**config.mk**
```make
export PLATFORM = sky130hd
export DESIGN_NAME = sbjh_front
export DESIGN_NICKNAME = d
export VERILOG_FILES = /design/src/hw/rtl/assert_macros.svh /design/src/hw/rtl/sbjh_pkg.sv /design/src/hw/rtl/sbjh_front.sv
export SDC_FILE = /design/constraint.sdc
export NUM_CORES = 1
export LEC_CHECK = 0
export ABC_AREA = 1
export BUFFER_PORTS_ARGS = -buffer_cell sky130_fd_sc_hd__clkbuf_2
export CAP_MARGIN = 20
export CELL_PAD_IN_SITES_DETAIL_PLACEMENT = 0
export CELL_PAD_IN_SITES_GLOBAL_PLACEMENT = 2
export CORE_MARGIN = 3
export CORE_UTILIZATION = 38
export DETAILED_ROUTE_END_ITERATION = 6
export GPL_TIMING_DRIVEN = 0
export PLACE_DENSITY = 0.95
export SYNTH_ARGS = -nofsm -noshare
export SYNTH_HDL_FRONTEND = slang
export SYNTH_SLANG_ARGS = --single-unit
```
**constraint.sdc**
```tcl
create_clock -name vclk -period 16.57
set_input_delay 1.657 -clock vclk [all_inputs]
set_output_delay 1.657 -clock vclk [all_outputs]
set_load 0.03 [all_outputs]
```
**src/hw/rtl/assert_macros.svh**
```systemverilog
// assertion helpers used by sbjh_back
`ifndef ASSERT_MACROS_SVH
`define ASSERT_MACROS_SVH
`define ASSERT_IMPL(label, clk, rstn, prop, msg) \
    label: assert property (@(posedge clk) disable iff (!rstn) (prop)) else $error(msg);
`define ASSERT_NEVER(label, clk, rstn, cond, msg) \
    label: assert property (@(posedge clk) disable iff (!rstn) !(cond)) else $error(msg);
`endif

```
**src/hw/rtl/sbjh_pkg.sv**
```systemverilog
// ----------------------------------------------------------------------------
// sbjh_pkg
// shared types and constants of the soft binned joint histogram
// ----------------------------------------------------------------------------
`default_nettype none
package sbjh_pkg;
    localparam int MAX_BINS_DEF  = 16;
    localparam int BIN_WIDTH_DEF = 32;
    localparam logic [1:0] KIND_ADD    = 2'd0;
    localparam logic [1:0] KIND_READ   = 2'd1;
    localparam logic [1:0] KIND_CLEAR  = 2'd2;
    localparam logic [1:0] KIND_UNUSED = 2'd3;
    localparam logic [1:0] CFG_BINS   = 2'd0;
    localparam logic [1:0] CFG_INV    = 2'd1;
    localparam logic [1:0] CFG_WEIGHT = 2'd2;
    localparam logic [16:0] ONE_Q16   = 17'h10000;
endpackage
`default_nettype wire

```
**src/hw/rtl/sbjh_front.sv**
```systemverilog
// ----------------------------------------------------------------------------
// sbjh_front
// one axis split: bin coordinate, nearest bin, neighbor and share
// ----------------------------------------------------------------------------
`default_nettype none
module sbjh_front #(
    parameter int MAX_BINS = sbjh_pkg::MAX_BINS_DEF,
    localparam int IW = $clog2(MAX_BINS)
) (
    input  wire logic [15:0]   value,
    input  wire logic [23:0]   inv_step,
    input  wire logic [6:0]    n_bins,
    output logic      [IW-1:0] bin,
    output logic      [IW-1:0] nb,
    output logic               has_nb,
    output logic      [16:0]   share
);
    logic [39:0] prod;
    logic [23:0] c;
    logic [16:0] b;
    logic [24:0] centre;
    logic [24:0] tail;
    logic [15:0] tt;
    logic [16:0] tsq;
    always_comb begin
        prod   = {24'd0, value} * {16'd0, inv_step};
        c      = prod[39:16];
        b      = 17'((25'(c) + 25'd128) >> 8);
        centre = {b, 8'd0};
        tail   = (centre > 25'(c)) ? centre - 25'(c) : 25'(c) - centre;
        tt     = 16'(tail[7:0]) * 16'(tail[7:0]);
        tsq    = {tt, 1'b0};
        has_nb = 1'b0;
        share  = sbjh_pkg::ONE_Q16;
        if (b >= 17'(n_bins)) begin
            bin = IW'(n_bins - 7'd1);
            nb  = bin;
        end else begin
            bin = IW'(b);
            nb  = bin;
            if (centre < 25'(c) && b < 17'(n_bins - 7'd1)) begin
                nb = bin + IW'(1);
                has_nb = 1'b1;
            end else if (centre > 25'(c) && b != 17'd0) begin
                nb = bin - IW'(1);
                has_nb = 1'b1;
            end
            if (has_nb) share = sbjh_pkg::ONE_Q16 - tsq;
        end
    end
endmodule
`default_nettype wire

```
=== Yosys cells after proc, flatten, opt, wreduce, memory -nomap -nowiden ===
Index checks and enable logic that the tools add are counted.
Widths: inputs -> output; s select.

* $add $sub $neg: 8
* Multiply operators: 2
* Div/mod/pow operators: 0
* $lt $le $gt $ge: 4
* Equality and inequality tests: 0
* Shifts and indexed selects: 0
* Mux-type cells: 11
* Bitwise gates (word level): 0
* Reduce and logical (&&, ||, !) cells: 3

{| class="wikitable"
|+ Operator list
! operator !! number
|-
| $mul 16x24->40 || 1
|-
| $mux 17 || 2
|-
| $add 24x8->25 const B || 1
|-
| $gt 25x24->1 || 1
|-
| $lt 25x24->1 || 1
|-
| $ge 17x7->1 || 1
|-
| $lt 17x17->1 || 1
|-
| $reduce_bool 17->1 || 1
|-
| $sub 17x17->17 const A || 1
|-
| $mul 8x8->16 || 1
|-
| $mux 4 || 4
|-
| $mux 8 || 1
|-
| $sub 1x8->8 const A || 1
|-
| $sub 4x1->4 const B || 2
|-
| $sub 7x1->8 const B || 1
|-
| $sub 8x1->8 const B || 1
|-
| $add 4x1->4 const B || 1
|-
| $mux 1 || 4
|-
| $logic_and 1x1->1 || 2
|}

* Bits in registers: 0
* Latch bits: 0
* Memory bits (writable): 0
* Bits in read-only memories: 0
* Output and inout port bits: 26
* Memories: 0

=== Depth between registers and ports, before layout ===
* Depth after elaboration: 9
* Depth in mapped cells: 77
* Mapped depth without buffers: 75

=== Worst setup path before layout ===
Ideal clock, no wire load.

* Path kind: input -> output
* Start: input inv_step[5]
* End: output share[16]
* Arrival time: 13829 ps
* Data required time: 14913 ps
* Setup slack: 1084 ps
* Stages on the path: 59
* Buffers on the path: 2
* Cells stage by stage: clkbuf_1 > clkbuf_1 > nand2_1 > fa_1 > inv_1 > fa_1 > inv_1 > fa_1 > inv_1 > fa_1 > fa_1 > inv_1 > fa_1 > inv_1 > ha_1 > nand2_1 > inv_1 > a21oi_1 > (+23 left out) > fa_1 > fa_1 > fa_1 > inv_1 > fa_1 > inv_1 > ha_1 > a21oi_1 > o221ai_1 > xor2_1 > or4_1 > nor2_1 > nand3_1 > xor2_1 > inv_1 > nand2_1 > nand2_1 > nand2_1

* Word-level cells in the longest chain between the ends: 9

{| class="wikitable"
|+ Ends and longest elaborated chain
! element !! RTL line !! source
|-
| start, declared || sbjh_front.sv:11 || <nowiki>input wire logic [23:0] inv_step,</nowiki>
|-
| $mul 16x24->40 * || sbjh_front.sv:26 || <nowiki>prod = {24'd0, value} * {16'd0, inv_step};</nowiki>
|-
| parallel branches: the longest is 7 deep, another holds $add 24x8->25 || - ||
|-
| $mux 17 * || sbjh_front.sv:35 || <nowiki>if (b >= 17'(n_bins)) begin</nowiki>
|-
| end, declared || sbjh_front.sv:16 || <nowiki>output logic [16:0] share</nowiki>
|}

Mark *: on every way between the ends. The select of a mux whose other input is x is not followed.

=== Final worst setup path ===
* Start: input value[3]
* End: output share[16]

* Word-level cells in the longest chain between the ends: 9

{| class="wikitable"
|+ Ends and longest elaborated chain
! element !! RTL line !! source
|-
| start, declared || sbjh_front.sv:10 || <nowiki>input wire logic [15:0] value,</nowiki>
|-
| $mul 16x24->40 * || sbjh_front.sv:26 ||
|-
| parallel branches: the longest is 7 deep, another holds $add 24x8->25 || - ||
|-
| $mux 17 * || sbjh_front.sv:35 ||
|}

Marked as above.

==> results_dict.tcl <==
set metrics [dict create \
    critical_path_required_ps 14910 \
    arrival_ps 14290 \
    core_area_um2 44700 \
    dp_hpwl_mm 43.08 \
    antenna-diode-count 0 \
    pre_cts_ws_ps -1176 \
    post_dp_cell_area_um2 18390 \
    min_delay_path_depth 5 \
    yosys-mux-area-fraction 0 \
    grt_util_all_layers 0.2166 \
    stdcell_area_um2 19230 \
    area.sequential_um2 0 \
    drc 0 \
    period_minus_slack_ps 15950 \
    busiest_layer "met2" \
    syn-instance-count 2526 \
    post_layout_nonfiller_instances 3183 \
    nClkBuffers 0 \
    hold_path.startpoint "n_bins[0]" \
    portBuffers 50 \
    drtAntennaViolNets 0 \
    globalRoute.totalOverflow 0 \
    grt_setup_unrepaired "true" \
    drt_first_pass_iters 5 \
    critical-path-top-cell-by-count "sky130_fd_sc_hd__fa_1" \
    die_height_um 219.9 \
    timing_hold_violations_final 0 \
    initial_core_util 0.3889 \
    post_synth_num_cell_types 47 \
    seq_cell_count 0 \
    place.gp.congestion 0.9128 \
    synth_fa_ha_area_frac 0.5081 \
    total_die_area_um2 48360 \
    antenna_found_initial 0 \
    status "complete, no violations" \
    fillerInstances 4725 \
    gr-usage-met2 0.3749 \
    highest_clock_frequency_the_design_can_meet_mhz 62.69 \
    via_count_of_the_first_global_routing_pass 15887 \
    global_route_met3_utilization 0.02441 \
    worst_pin_slew_ps 612.8 \
    met1_capacity_usage_during_global_routing 0.2891 \
    worstHoldPathType "in -> out" \
    synth_most_common_cell "sky130_fd_sc_hd__inv_1" \
    crit_type "in -> out" \
    post_synth_xor_area_fraction 0.02454 \
    timing.critical_path.to_type "primary output" \
    cap_violations 0 \
    ys_seq_area_frac 0 \
    synth.avg_cell_area_um2 6.883 \
    post_synth_most_frequent_cells "sky130_fd_sc_hd__inv_1, sky130_fd_sc_hd__nand2_1, sky130_fd_sc_hd__fa_1" \
    fraction_of_synthesized_cell_area_taken_by_the_top_area_cell_type 0.3800 \
    synthesis.yosys.warnings 0 \
    placed_cells_incl_taps 3170 \
    crit_path_max_fanout 10 \
    hold_path_end "bin[0]" \
    slew_headroom 0.5883 \
    setup-violations-final 0 \
    drive_gt1_frac 0.1104 \
    worstSetupStartpointType "input port" \
    area.growth.synth_to_final_pct 10.59 \
    post_synthesis_share_of_cell_area_spent_on_and_or_nand_and_nor_gates 0.2496 \
    route.vias.total 15262 \
    finalMaxSlewViolations 0 \
    post_synth_main_area_contributors "sky130_fd_sc_hd__fa_1, sky130_fd_sc_hd__inv_1, sky130_fd_sc_hd__nand2_1" \
    cell_area_synth_um2 17390 \
    avgViaCountPerCell 4.795 \
    die_w_um 219.9 \
    timing.final.ws_setup_ps 618.8 \
    core.rowCount 77 \
    wirelength_mm 50.44 \
    synth-compound-area-share 0.03828 \
    final_nets 3148 \
    drt-initial-drc-count 839 \
    multiInputGateArea_um2 14580 \
    pin_count_of_the_biggest_net_entering_global_routing 13 \
    routed_wl_per_cell_um 15.85 \
    worst_path_max_delay_cell "sky130_fd_sc_hd__fa_1" \
    ioPinCount 73 \
    cpPeakStageDelay_ps 590 \
    synth.largest_area_cell "sky130_fd_sc_hd__fa_1" \
    synth_top_family_by_area "adder cells" \
    min_period_over_period 0.9627 \
    grt_pass1_wl_mm 82.61 \
]
cells in the final DEF, fill, tap and decap left out, drive strengths merged, types with 3 or more instances in the layout:
cell type  instances
conb               3
xnor2              8
nand3             78
nor4               7
buf               60
a21oi             66
a21o               6
ha               178
o21bai             8
nand3b             5
nor2             149
nand2            750
or2                6
nor3              21
xor2              33
clkbuf            86
nand4             11
fa               330
nor3b              3
o21ai             32
inv              740
area by class of cell:
| class | instances | share of cell area |
|---|---|---|
| Multi-Input combinational cell | 1704 | 0.7583 |
| Inverter | 741 | 0.1447 |
| Buffer | 83 | 0.03969 |
| Tap cell | 592 | 0.03852 |
| Timing Repair Buffer | 63 | 0.01887 |
worst max path at each step:
stage | startpoint | end | cells after the start
after floorplan | inv_step[5] | share[16] | 59
after global placement | inv_step[5] | share[16] | 60
after detailed placement | inv_step[5] | share[16] | 60
after CTS | value[4] | share[16] | 70
after global routing | value[10] | share[16] | 68
final | value[3] | share[16] | 60
per-layer routing:
metal / share of wire / vias up
li1: - / 7372
met1: 0.44 / 7446
met2: 0.47 / 362
met3: 0.058 / 82
met4: 0.031 / 0
met5: 0 / -
timing repair:
action / in CTS / in global routing
endpoints found under the setup margin: 7 / 9
setup buffers: 3 / 10
pin swaps: 2 / 18
hold buffers: 0 / 0
gates resized for setup: 147 / 165
cell families (layout without fill, tap and decap cells):
kind of cell,after synthesis,count (layout)
AND/OR/NAND/NOR,1032,1032
buffers and inverters,824,887
adder cells (fa/ha/maj),508,508
AO/OA/AOI/OAI,119,119
XOR/XNOR,42,42
other,1,3
critical path: cells and delay by family:
| family | cells | cell delay (ps) |
|---|---|---|
| AOI/OAI and AO/OA | 1 | 230 |
| and+or+nand+nor | 29 | 4110 |
| xor gates and xnor gates | 3 | 580 |
| buffers and inverters | 14 | 1520 |
| adders and majority gates | 13 | 6190 |
stage by stage:
stage | setup TNS, ps | util | hold slack, ps
finish | 0 | 0.4301 | 3871
global route | -99.30 | 0.4301 | 3915
CTS | 0 | 0.4196 | 3868
detailed placement | -4935 | 0.4113 | 3866
global placement | -3942 | 0.4113 | 3867
floorplan | 0 | - | 3636
Power is left out: the tool's default activity adds up to more than one toggle a clock period on the data nets, which glitch-free logic cannot reach.
